**config.mk**
```make
export PLATFORM = sky130hd
export DESIGN_NAME = modbus_energy_frame_decoder
export DESIGN_NICKNAME = d
export VERILOG_FILES = /design/src/hw/rtl/mefd_pkg.sv /design/src/hw/rtl/modbus_energy_frame_decoder.sv /design/src/hw/rtl/mefd_frame.sv /design/src/hw/rtl/mefd_out.sv
export SDC_FILE = /design/constraint.sdc
export NUM_CORES = 1
export LEC_CHECK = 0
export BUFFER_PORTS_ARGS = -buffer_cell sky130_fd_sc_hd__buf_2
export CAP_MARGIN = 20
export CORE_ASPECT_RATIO = 2
export CORE_MARGIN = 5
export CORE_UTILIZATION = 25
export CTS_BUF_LIST = sky130_fd_sc_hd__clkbuf_8 sky130_fd_sc_hd__clkbuf_16
export DETAILED_ROUTE_END_ITERATION = 7
export HOLD_SLACK_MARGIN = 0.12
export PLACE_DENSITY = 0.49
export SYNTH_ARGS = -nofsm -noshare
export SYNTH_HDL_FRONTEND = slang
export SYNTH_SLANG_ARGS = --single-unit
```
**constraint.sdc**
```tcl
create_clock -name clk -period 17.34 [get_ports clk]
set_input_delay 3.468 -clock clk [delete_from_list [all_inputs] [get_ports clk]]
set_output_delay 3.468 -clock clk [all_outputs]
set_load 0.03 [all_outputs]
```
**src/hw/rtl/mefd_pkg.sv**
```systemverilog
// ----------------------------------------------------------------------------
// mefd_pkg
// Shared types, constants and the CRC-16/MODBUS byte update for the
// Modbus RTU energy-meter frame decoder.
// ----------------------------------------------------------------------------
`default_nettype none

package mefd_pkg;

	localparam int unsigned FrameLen  = 25;
	localparam int unsigned CrcSpan   = 23;
	localparam int unsigned CountBits = 5;

	localparam logic [15:0] CRC_INIT        = 16'hFFFF;
	localparam logic [15:0] CRC_POLY        = 16'hA001;
	localparam logic [7:0]  FUNC_READ_INPUT = 8'h04;

	typedef enum logic [1:0] {
		ST_IGNORED  = 2'd0,
		ST_MISMATCH = 2'd1,
		ST_OK       = 2'd2
	} status_t;

	// packed from the top down: status ends up in the lowest bits
	typedef struct packed {
		logic [5:0]  pad;
		logic [15:0] crc_received;
		logic [15:0] crc_computed;
		logic [15:0] power_factor;
		logic [15:0] frequency;
		logic [31:0] power;
		logic [31:0] current;
		logic [15:0] voltage;
		status_t     status;
	} result_t;

	localparam int unsigned ResultBits = $bits(result_t);

	function automatic logic [15:0] crc16_byte(input logic [15:0] crc, input logic [7:0] b);
		logic [15:0] c;
		c = crc ^ {8'h00, b};
		for (int k = 0; k < 8; k++) begin
			c = c[0] ? ((c >> 1) ^ CRC_POLY) : (c >> 1);
		end
		return c;
	endfunction

endpackage

`default_nettype wire

```
**src/hw/rtl/modbus_energy_frame_decoder.sv**
```systemverilog
// ----------------------------------------------------------------------------
// modbus_energy_frame_decoder
// Checks a Modbus RTU energy-meter response byte by byte (CRC-16/MODBUS over
// bytes 0..22 against bytes 23..24) and reports the measurement words.
//
//   channel  dir  payload
//   s_axis   in   tdata[7:0] data_byte, tlast buffer_end
//   m_axis   out  tdata[151:0] status, voltage, current, power, frequency,
//                 power_factor, crc_computed, crc_received
//
// One byte per cycle, unless a frame-closing byte is held back. A byte sits
// in the input register, where the CRC byte update and field capture run;
// a frame-closing byte then lands in the result register. Reset clears
// counters and frame state. A waiting result stalls only a frame-closing
// byte in the input register; other bytes keep flowing.
// ----------------------------------------------------------------------------
`default_nettype none

module modbus_energy_frame_decoder (
	input  wire logic          clk,
	input  wire logic          arst_n,
	input  wire logic          s_axis_tvalid,
	output logic               s_axis_tready,
	input  wire logic [7:0]    s_axis_tdata,  // [7:0] data_byte
	input  wire logic          s_axis_tlast,  // buffer_end
	output logic               m_axis_tvalid,
	input  wire logic          m_axis_tready,
	// [1:0] status, [17:2] voltage, [49:18] current, [81:50] power,
	// [97:82] frequency, [113:98] power_factor, [129:114] crc_computed,
	// [145:130] crc_received, [151:146] zero
	output logic [151:0]       m_axis_tdata
);
	import mefd_pkg::*;

	logic       valid_s1;
	logic [7:0] byte_s1;
	logic       last_s1;
	logic       room;
	logic       go;
	result_t    result;
	result_t    out_data;

	assign go            = valid_s1 && (!last_s1 || room);
	assign s_axis_tready = !valid_s1 || go;
	assign m_axis_tdata  = 152'(out_data);

	always_ff @(posedge clk or negedge arst_n) begin
		if (!arst_n) begin
			valid_s1 <= 1'b0;
		end else if (s_axis_tready) begin
			valid_s1 <= s_axis_tvalid;
		end
	end

	always_ff @(posedge clk) begin
		if (s_axis_tready && s_axis_tvalid) begin
			byte_s1 <= s_axis_tdata;
			last_s1 <= s_axis_tlast;
		end
	end

	mefd_frame u_frame (
		.clk        (clk),
		.arst_n     (arst_n),
		.step       (go),
		.data_byte  (byte_s1),
		.buffer_end (last_s1),
		.result     (result)
	);

	mefd_out u_out (
		.clk    (clk),
		.arst_n (arst_n),
		.push   (go && last_s1),
		.result (result),
		.room   (room),
		.tvalid (m_axis_tvalid),
		.tready (m_axis_tready),
		.tdata  (out_data)
	);

endmodule

`default_nettype wire

```
**src/hw/rtl/mefd_frame.sv**
```systemverilog
// ----------------------------------------------------------------------------
// mefd_frame
// Per-frame state: byte count, running CRC and the captured fields.
// Builds the result for the byte that closes a buffer.
// ----------------------------------------------------------------------------
`default_nettype none

module mefd_frame (
	input  wire logic              clk,
	input  wire logic              arst_n,
	input  wire logic              step,
	input  wire logic [7:0]        data_byte,
	input  wire logic              buffer_end,
	output mefd_pkg::result_t      result
);
	import mefd_pkg::*;

	localparam logic [CountBits-1:0] IdxFunc  = CountBits'(1);
	localparam logic [CountBits-1:0] IdxVoltH = CountBits'(3);
	localparam logic [CountBits-1:0] IdxVoltL = CountBits'(4);
	localparam logic [CountBits-1:0] IdxCur0  = CountBits'(5);
	localparam logic [CountBits-1:0] IdxCur1  = CountBits'(6);
	localparam logic [CountBits-1:0] IdxCur2  = CountBits'(7);
	localparam logic [CountBits-1:0] IdxCur3  = CountBits'(8);
	localparam logic [CountBits-1:0] IdxPow0  = CountBits'(9);
	localparam logic [CountBits-1:0] IdxPow1  = CountBits'(10);
	localparam logic [CountBits-1:0] IdxPow2  = CountBits'(11);
	localparam logic [CountBits-1:0] IdxPow3  = CountBits'(12);
	localparam logic [CountBits-1:0] IdxFreqH = CountBits'(17);
	localparam logic [CountBits-1:0] IdxFreqL = CountBits'(18);
	localparam logic [CountBits-1:0] IdxPfH   = CountBits'(19);
	localparam logic [CountBits-1:0] IdxPfL   = CountBits'(20);
	localparam logic [CountBits-1:0] IdxCrcL  = CountBits'(23);
	localparam logic [CountBits-1:0] IdxCrcH  = CountBits'(24);
	localparam logic [CountBits-1:0] CountMax = '1;

	logic [CountBits-1:0] count_q, count_n;
	logic [15:0]          crc_q, crc_n;
	logic [7:0]           func_q, func_n;
	logic [15:0]          volt_q, volt_n;
	logic [31:0]          cur_q, cur_n;
	logic [31:0]          pow_q, pow_n;
	logic [15:0]          freq_q, freq_n;
	logic [15:0]          pf_q, pf_n;
	logic [15:0]          rx_crc_q, rx_crc_n;

	always_comb begin
		crc_n    = (count_q < CountBits'(CrcSpan)) ? crc16_byte(crc_q, data_byte) : crc_q;
		func_n   = func_q;
		volt_n   = volt_q;
		cur_n    = cur_q;
		pow_n    = pow_q;
		freq_n   = freq_q;
		pf_n     = pf_q;
		rx_crc_n = rx_crc_q;
		unique case (count_q)
			IdxFunc:  func_n          = data_byte;
			IdxVoltH: volt_n[15:8]    = data_byte;
			IdxVoltL: volt_n[7:0]     = data_byte;
			IdxCur0:  cur_n[15:8]     = data_byte;
			IdxCur1:  cur_n[7:0]      = data_byte;
			IdxCur2:  cur_n[31:24]    = data_byte;
			IdxCur3:  cur_n[23:16]    = data_byte;
			IdxPow0:  pow_n[15:8]     = data_byte;
			IdxPow1:  pow_n[7:0]      = data_byte;
			IdxPow2:  pow_n[31:24]    = data_byte;
			IdxPow3:  pow_n[23:16]    = data_byte;
			IdxFreqH: freq_n[15:8]    = data_byte;
			IdxFreqL: freq_n[7:0]     = data_byte;
			IdxPfH:   pf_n[15:8]      = data_byte;
			IdxPfL:   pf_n[7:0]       = data_byte;
			IdxCrcL:  rx_crc_n[7:0]   = data_byte;
			IdxCrcH:  rx_crc_n[15:8]  = data_byte;
			default: ;
		endcase
		count_n = (count_q != CountMax) ? count_q + CountBits'(1) : count_q;
	end

	always_comb begin
		result = '0;
		if (count_n >= CountBits'(FrameLen) && func_n == FUNC_READ_INPUT) begin
			result.crc_computed = crc_n;
			result.crc_received = rx_crc_n;
			if (crc_n == rx_crc_n) begin
				result.status       = ST_OK;
				result.voltage      = volt_n;
				result.current      = cur_n;
				result.power        = pow_n;
				result.frequency    = freq_n;
				result.power_factor = pf_n;
			end else begin
				result.status = ST_MISMATCH;
			end
		end
	end

	always_ff @(posedge clk or negedge arst_n) begin
		if (!arst_n) begin
			count_q  <= '0;
			crc_q    <= CRC_INIT;
			func_q   <= '0;
			volt_q   <= '0;
			cur_q    <= '0;
			pow_q    <= '0;
			freq_q   <= '0;
			pf_q     <= '0;
			rx_crc_q <= '0;
		end else if (step) begin
			if (buffer_end) begin
				count_q  <= '0;
				crc_q    <= CRC_INIT;
				func_q   <= '0;
				volt_q   <= '0;
				cur_q    <= '0;
				pow_q    <= '0;
				freq_q   <= '0;
				pf_q     <= '0;
				rx_crc_q <= '0;
			end else begin
				count_q  <= count_n;
				crc_q    <= crc_n;
				func_q   <= func_n;
				volt_q   <= volt_n;
				cur_q    <= cur_n;
				pow_q    <= pow_n;
				freq_q   <= freq_n;
				pf_q     <= pf_n;
				rx_crc_q <= rx_crc_n;
			end
		end
	end

endmodule

`default_nettype wire

```
**src/hw/rtl/mefd_out.sv**
```systemverilog
// ----------------------------------------------------------------------------
// mefd_out
// Result register on the master side of the stream.
// ----------------------------------------------------------------------------
`default_nettype none

module mefd_out (
	input  wire logic                 clk,
	input  wire logic                 arst_n,
	input  wire logic                 push,
	input  wire mefd_pkg::result_t    result,
	output logic                      room,
	output logic                      tvalid,
	input  wire logic                 tready,
	output mefd_pkg::result_t         tdata
);
	import mefd_pkg::*;

	logic    valid_q;
	result_t data_q;

	assign room   = !valid_q || tready;
	assign tvalid = valid_q;
	assign tdata  = data_q;

	always_ff @(posedge clk or negedge arst_n) begin
		if (!arst_n) begin
			valid_q <= 1'b0;
		end else if (room) begin
			valid_q <= push;
		end
	end

	always_ff @(posedge clk) begin
		if (room && push) begin
			data_q <= result;
		end
	end

endmodule

`default_nettype wire
```
[Yosys cells after proc, flatten, opt, wreduce, memory -nomap -nowiden]
Cells that the tools add are included.
Storage, ports and cells
  logic and storage cells: 102
  output and inout port bits: 154
  input bits: 13
  bits in registers: 314
Cells by class
  bitwise gates (word level): 9
  multiplexer cells: 37
  eq/ne operators: 20
  reduce and logical (&&, ||, !) cells: 12
  add/sub/neg operators: 1
  magnitude comparators: 2
Operators by type and width (count)
  two-way mux 16 bit: 14
  two-way mux 8 bit: 18
  two-way mux 32 bit: 2
  equality test 5 bit (second input constant): 6
  equality test 5 x 4 -> 1 bit (second input constant): 5
  NOT 2 -> 3 bit: 8
  equality test 5 x 3 -> 1 bit (second input constant): 4
  equality test 16 bit: 1
  bitwise XOR 16 x 8 -> 16 bit: 1
  two-way mux 5 bit: 2
  equality test 8 x 3 -> 1 bit (second input constant): 1
  adder 5 x 1 -> 5 bit (second input constant): 1
  equality test 5 x 1 -> 1 bit (second input constant): 1
  equality test 5 x 2 -> 1 bit (second input constant): 1
  greater-or-equal comparator 5 bit (second input constant): 1
  logical AND 1 bit: 5
  less-than comparator 5 bit (second input constant): 1
  inequality test 5 bit (second input constant): 1
  logical NOT 1 bit: 3
  logical OR 1 bit: 3
  two-way mux 2 bit: 1
  AND reduction 2 bit: 1

[Longest topological paths before layout]
Gate-level depths: netlist of run 1.
  depth after elaboration: 20
  depth in mapped cells: 14
  mapped depth without buffers: 9

[By module]
Synthesis of run 1 repeated with hierarchy kept, for this count alone.
Second synthesis, totals
  cells, all modules: 1434
  area total of the unflattened synthesis: 14923.1 um2
Modules (own cells, without submodules)
  mefd_frame: times used 1, seq. area each 3948.8 um2, cells an instance 1262, area an instance 9955.8 um2
  mefd_out: times used 1, seq. area each 4589.4 um2, cells an instance 156, area an instance 4618.2 um2
  modbus_energy_frame_decoder: times used 1, seq. area each 295.3 um2, cells an instance 16, area an instance 349.1 um2

[Worst setup path before layout of run 1]
Ideal clock, no wire load.
  path kind: input -> register
  start: input m_axis_tready
  end: register u_out.data_q (netlist bit u_out.tdata[0]) (enable)
  setup slack: 6.687 ns
  data arrival time: 9.997 ns
  stages: 4
  setup time: 0.656 ns
  required time: 16.684 ns
  path buffers: 1
  cells stage by stage: or3_1 -> nand2_1 -> clkbuf_1 -> nor2_1
Between the ends
  cells in the longest elaborated chain, start to end: 5
RTL lines
  start, declared: line modbus_energy_frame_decoder.sv:27  | input wire logic m_axis_tready,
  logical OR 1 bit *: line mefd_out.sv:22  | assign room = !valid_q || tready;
  logical OR 1 bit: line modbus_energy_frame_decoder.sv:43  | assign go = valid_s1 && (!last_s1 || room);
  logical AND 1 bit: line modbus_energy_frame_decoder.sv:43
  logical AND 1 bit: line modbus_energy_frame_decoder.sv:74  | .push (go && last_s1),
  logical AND 1 bit *: line mefd_out.sv:35  | if (room && push) begin
  end signal, assigned: line mefd_out.sv:36  | data_q <= result;
  end, declared: line mefd_out.sv:20  | result_t data_q;
Mark *: on every way between the ends. The rest lies on a longest branch, timed or not.
A chain may end at the register's enable or synchronous reset.

[Worst setup path after layout of run 1]
  start: input m_axis_tready
  end: output s_axis_tready
Between the ends
  cells in the longest elaborated chain, start to end: 4
RTL lines
  logical OR 1 bit: line mefd_out.sv:22
  logical OR 1 bit: line modbus_energy_frame_decoder.sv:43
  logical AND 1 bit: line modbus_energy_frame_decoder.sv:43
  logical OR 1 bit: line modbus_energy_frame_decoder.sv:44  | assign s_axis_tready = !valid_s1 || go;
  end, declared: line modbus_energy_frame_decoder.sv:23  | output logic s_axis_tready,
No other way between the ends.

==> results.sh, run 1 <==
export IMPL_status="completed"
export IMPL_path_clk_slew_ns=0.06
export IMPL_drc=0
export IMPL_fin_cells=2309
export IMPL_setup_tns_final_ns=0
export IMPL_numPlacedInstances=2242
export IMPL_finalCriticalPeriod_ns=7.50
export IMPL_rsz0062_at_grt="no"
export IMPL_synth_warnings=0
export IMPL_hold_viol_final=0
export IMPL_yosysSeqAreaShare_pct=55.1
export IMPL_synthCells=1399
export IMPL_synth_seq_cells=314
export IMPL_synth_largest_area_cell="edfxtp_1"
export IMPL_area_growth_pct=17.3
export IMPL_synth_ff_type="edfxtp_1"
export IMPL_async_reset_ff_share_pct=50.6
export IMPL_die_area_um2=68300
export IMPL_cts_hold_buf=0
export IMPL_first_iter_violations=870
export IMPL_die_h_um=365
export IMPL_ys_types=65
export IMPL_wl_per_cell_um=21.6
export IMPL_gp_congestion=0.810
export IMPL_path_delay_family="buffers and inverters"
export IMPL_hp_class="register to register"
export IMPL_firstDrtPassIters=5
export IMPL_syn_area_um2=15700
export IMPL_layout_common_cells="nand2_1, buf_2, edfxtp_1"
export IMPL_crit_path_max_fanout=3
export IMPL_worstSetupPathType="input port to primary output"
export IMPL_max_slew_margin_pct=30.3
export IMPL_end_kind="primary output"
export IMPL_grt_use_total_pct=14.1
export IMPL_core_area_um2=62600
export IMPL_grt_pass1_vias=11600
export IMPL_setup_viol=0
export IMPL_start_util_pct=25.1
export IMPL_postCtsSetupBuffers=0
export IMPL_vias_per_cell=5.01
export IMPL_antenna_left=0
export IMPL_tritoncts="built"
export IMPL_clockRootBuffer="clkbuf_16"
export IMPL_fill_cells=6363
export IMPL_seq_area_um2=8650
export IMPL_place_ws_ns=9.84
export IMPL_max_freq_mhz=133
export IMPL_synth_area_leaders="edfxtp_1, dfrtp_1, nand2_1, mux2i_1, nor4_2"
export IMPL_slew_violations=0
export IMPL_cpMaxStageDelayCell="buf_2"
export IMPL_cts_buffers=34
export IMPL_grt_ovfl_total=0
export IMPL_cap_violations=0
export IMPL_cts_buffer_depth=3
export IMPL_crit_arrival_ns=4.03
export IMPL_worst_pin_slew_ns=1.05
export IMPL_fin_area_um2=18400
export IMPL_critPathLaunchType="input port"
export IMPL_antenna_found_initial=4
export IMPL_cts_sinks=314
export IMPL_io_buffers=160
export IMPL_fin_crit_sh_pct=43.3
export IMPL_synth_edf_count=155
export IMPL_routed_wl_um=49800
export IMPL_htree_levels=2
export IMPL_layout_cells_most_common="nand2_1"
export IMPL_avgSynthCellArea_um2=11.2
export IMPL_drive_gt1_share_pct=25.0
export IMPL_vias=11600
export IMPL_cts_resized=0
export IMPL_placed_cell_area_um2=17100
export IMPL_rows=130
export IMPL_die_x_um=187
export IMPL_hpwl_um=32000
export IMPL_crit_required_ns=13.87
export IMPL_grt_pass1_wl_um=74900
export IMPL_slowest_delay_ns=0.23
export IMPL_io_pins=167
export IMPL_fin_ws_ns=9.84
export IMPL_power_density_nw_per_um2=119
export IMPL_crit_buf_inv=2
export IMPL_vdd_drop_max_uv=109
export IMPL_path_cells="buf_2, nand4b_1, buf_2"
export IMPL_clk_latency_ns=0.54
export IMPL_p_leak_nw=7.27
export IMPL_cp_common_cell="buf_2"
export IMPL_grt_max_degree=84
export IMPL_skew_ns=0.0148
export IMPL_synthDominantCellAreaShare_pct=29.6
export IMPL_multi_input_area_um2=6440
export IMPL_final_nets=1505
-- power breakdown --
| part | total (W) | switching, W | internal, W |
|---|---|---|---|
| sequential | 0.000919 | 0.0000590 | 0.000860 |
| clock | 0.000821 | 0.000328 | 0.000493 |
| combinational | 0.000462 | 0.000302 | 0.000160 |
| total | 0.00220 | 0.000690 | 0.00151 |
-- cell usage after synthesis, types with 5 or more instances --
library cell    n
nand2_1       244
edfxtp_1      155
dfrtp_1       143
o21ai_0       132
clkbuf_1       96
mux2i_1        84
a22oi_1        72
nor2_1         60
nor4_2         58
a21oi_1        45
a2111oi_2      34
xnor2_1        29
buf_2          21
nor4_1         17
dfstp_2        16
nand3_1        16
nor2b_1        14
and3_1         13
a21boi_0       11
buf_1          11
buf_6           9
a31oi_1         8
a21o_1          7
a32o_1          7
nor3_1          7
o22a_1          7
a2111oi_4       6
buf_4           6
a211oi_1        5
inv_1           5
xor2_1          5
-- layer usage --
metal  track usage (%)  routed length (um)
met3              2.74                2570
met1              16.4               19500
met4              6.86                2400
met2              25.0               25400
met5                 0                  13
-- final cells by class --
cell class | count | share of cell area, %
well taps | 792 | 5.38
inverters | 6 | 0.122
clock buffers | 37 | 5.02
clock inverters | 25 | 1.70
flip-flops and latches | 314 | 46.9
diodes | 3 | 0.0407
repair buffers | 191 | 5.86
multi-input cells | 941 | 34.9
-- state kept, by name, indices dropped and copies added, names as in the netlist --
signal,cells
byte_s1,8
last_s1,1
u_frame.count_q,5
u_frame.crc_q,16
u_frame.cur_q,32
u_frame.freq_q,16
u_frame.func_q,8
u_frame.pf_q,16
u_frame.pow_q,32
u_frame.rx_crc_q,16
u_frame.volt_q,16
u_out.tdata,146
u_out.tvalid,1
valid_s1,1
-- cells by family after synthesis --
family                     synth area share (%)
muxes                                      5.72
buffers and inverters                      4.30
adders and majority gates                 0.319
other                                    0.0239
xor gates and xnor gates                   2.69
DFF                                        55.1
AOI/OAI and AO/OA                          16.5
and+or+nand+nor                            15.3
-- per-stage QoR --
step	util (%)	hold WS (ns)	total power (W)
CTS	29.3	0.479	0.00224
finish	29.4	0.475	0.00220
detailed placement	27.4	0.465	0.00140
global route	29.4	0.488	0.00230
floorplan	-	0.442	0.00128
global placement	27.3	0.456	0.00139
-- path summary, 6_finish.rpt --
check	startpoint	slack, ns	end	cells after the start
max	m_axis_tready	9.84	s_axis_tready	3
min	u_frame.freq_q[10]$_DFFE_PN0P_	0.47	u_frame.freq_q[10]$_DFFE_PN0P_	1
max reg2reg	u_frame.count_q[0]$_DFFE_PN0P_	12.00	u_out.tdata[6]$_SDFFCE_PN0P_	10
min reg2reg	u_frame.freq_q[10]$_DFFE_PN0P_	0.47	u_frame.freq_q[10]$_DFFE_PN0P_	1
max in group asynchronous	arst_n	13.06	u_frame.crc_q[10]$_DFFE_PN1P_	3
min in group asynchronous	arst_n	3.02	u_frame.freq_q[5]$_DFFE_PN0P_	1
Power figures use the tool's default switching activity.
==> run 2, diff against run 1 <==
- clock period: 17.34 -> 7.5 ns (I/O delays scaled with it)
==> results.sh, run 2 (synthesized netlist as in run 1, its figures left out) <==
export IMPL_status="completed"
export IMPL_finalCriticalPeriod_ns=4.63
export IMPL_cap_violations=0
export IMPL_worstSetupPathType="register to register"
export IMPL_firstDrtPassIters=5
export IMPL_drive_gt1_share_pct=24.3
export IMPL_final_nets=1495
export IMPL_path_clk_slew_ns=0.07
export IMPL_swShare_pct=32.8
export IMPL_max_slew_margin_pct=24.2
export IMPL_min_delay_start="u_frame.freq_q[7]$_DFFE_PN0P_"
export IMPL_max_freq_mhz=216
export IMPL_cts_buffer_depth=3
export IMPL_crit_buf_inv=2
export IMPL_crit_path_max_fanout=48
export IMPL_end_kind="register"
export IMPL_cts_hold_buf=0
export IMPL_p_clk_share_pct=32.7
export IMPL_seqPwrFrac_pct=44.6
export IMPL_switchingPower_w=0.00157
export IMPL_antenna_left=0
export IMPL_die_area_um2=68300
export IMPL_grt_ovfl_total=0
export IMPL_fin_area_um2=18200
export IMPL_vias=11500
export IMPL_reg2regPathDepth=10
export IMPL_grt_pass1_vias=11500
export IMPL_p_int_w=0.00321
export IMPL_crit_required_ns=7.87
export IMPL_gp_congestion=0.891
export IMPL_placed_cell_area_um2=17100
export IMPL_clockRootBuffer="clkbuf_16"
export IMPL_start_util_pct=25.1
export IMPL_largest_register_ffs=146
export IMPL_die_x_um=187
export IMPL_numPlacedInstances=2237
export IMPL_holdPathEnd="u_frame.freq_q[7]$_DFFE_PN0P_"
export IMPL_layout_common_cells="nand2_1, buf_2, edfxtp_1"
export IMPL_fin_crit_sh_pct=61.8
export IMPL_first_iter_violations=897
export IMPL_cts_buffers=29
export IMPL_crit_arrival_ns=5.00
export IMPL_p_leak_nw=7.17
export IMPL_antenna_found_initial=3
export IMPL_io_buffers=160
export IMPL_setup_viol=0
export IMPL_vias_per_cell=5.03
export IMPL_holdWs_ns=0.474
export IMPL_path_cells="inv_1, ha_1, nand4b_1, mux2i_1, xor2_1, nor2_1, o2111ai_1, or4_4, buf_4, a2111oi_2"
export IMPL_slew_violations=0
export IMPL_die_h_um=365
export IMPL_path_delay_family="simple AND/OR/NAND/NOR gates"
export IMPL_grt_max_degree=90
export IMPL_htree_levels=1
export IMPL_hold_viol_final=0
export IMPL_setup_tns_final_ns=0
export IMPL_critPathLaunchType="register"
export IMPL_worst_pin_slew_ns=1.14
export IMPL_grt_use_total_pct=14.3
export IMPL_hpwl_um=33100
export IMPL_fin_cells=2292
export IMPL_area_growth_pct=15.6
export IMPL_cpMaxStageDelayCell="or4_4"
export IMPL_grt_pass1_wl_um=76000
export IMPL_vdd_drop_max_uv=152
export IMPL_clk_latency_ns=0.60
export IMPL_power_w=0.00478
export IMPL_skew_ns=0.0216
export IMPL_r2r_slack_ns=2.87
export IMPL_cts_sinks=314
export IMPL_power_density_nw_per_um2=263
export IMPL_io_pins=167
export IMPL_wl_per_cell_um=22.1
export IMPL_postCtsSetupBuffers=0
export IMPL_hp_class="register to register"
export IMPL_min_path_cells=2
export IMPL_rows=130
export IMPL_cts_resized=0
export IMPL_rsz0062_at_grt="no"
export IMPL_slowest_delay_ns=0.83
export IMPL_drc=0
export IMPL_antennaDiodeCount=0
export IMPL_r2r_start="u_frame.count_q[0]$_DFFE_PN0P_"
export IMPL_core_area_um2=62600
export IMPL_layout_cells_most_common="nand2_1"
export IMPL_combPwrFrac_pct=22.7
export IMPL_routed_wl_um=50700
export IMPL_tritoncts="built"
export IMPL_r2r_end="u_out.tdata[96]$_SDFFCE_PN0P_"
run 2: through the flow:
stage	setup WS (ns)	util, %
floorplan	1.30	-
global placement	3.03	27.3
detailed placement	2.89	27.4
CTS	2.86	28.9
global route	2.50	29.0
finish	2.87	29.0
run 2: final cells by class:
class	instances	area [um^2]
fillers	6357	44500
flip-flops and latches	314	8650
multi-input cells	941	6440
repair buffers	186	1070
well taps	792	991
clock buffers	40	922
clock inverters	13	65.1
inverters	6	22.5
run 2: how the worst max path moves through the flow:
stage / from / to / depth (start not counted)
after floorplan: m_axis_tready / u_out.tdata[0]$_SDFFCE_PN0P_ / 4
after global placement: u_frame.count_q[0]$_DFFE_PN0P_ / u_out.tdata[86]$_SDFFCE_PN0P_ / 10
after detailed placement: u_frame.count_q[0]$_DFFE_PN0P_ / u_out.tdata[96]$_SDFFCE_PN0P_ / 10
after CTS: u_frame.count_q[0]$_DFFE_PN0P_ / u_out.tdata[96]$_SDFFCE_PN0P_ / 10
after global routing: u_frame.count_q[0]$_DFFE_PN0P_ / u_out.tdata[15]$_SDFFCE_PN0P_ / 10
final: u_frame.count_q[0]$_DFFE_PN0P_ / u_out.tdata[96]$_SDFFCE_PN0P_ / 10
run 2: power groups by stage:
stage / registers [W] / clock network (W) / logic, W
final: 0.00214 / 0.00156 / 0.00109
after global routing: 0.00215 / 0.00166 / 0.00117
after CTS: 0.00214 / 0.00161 / 0.00109
after detailed placement: 0.00217 / 0 / 0.00109
after global placement: 0.00216 / 0 / 0.00108
after floorplan: 0.00216 / 0 / 0.000810
run 2: worst min-delay path: stages, from the launching register on:
cell and delay (ns):
dfrtp_1 0.34, nand2_1 0.04, o21ai_0 0.06
run 2: routing by layer:
layer / routed length [um] / GRT usage (%)
met5: 0 / 0
met4: 2020 / 6.02
met3: 2710 / 2.20
met2: 25600 / 25.0
met1: 20400 / 17.5
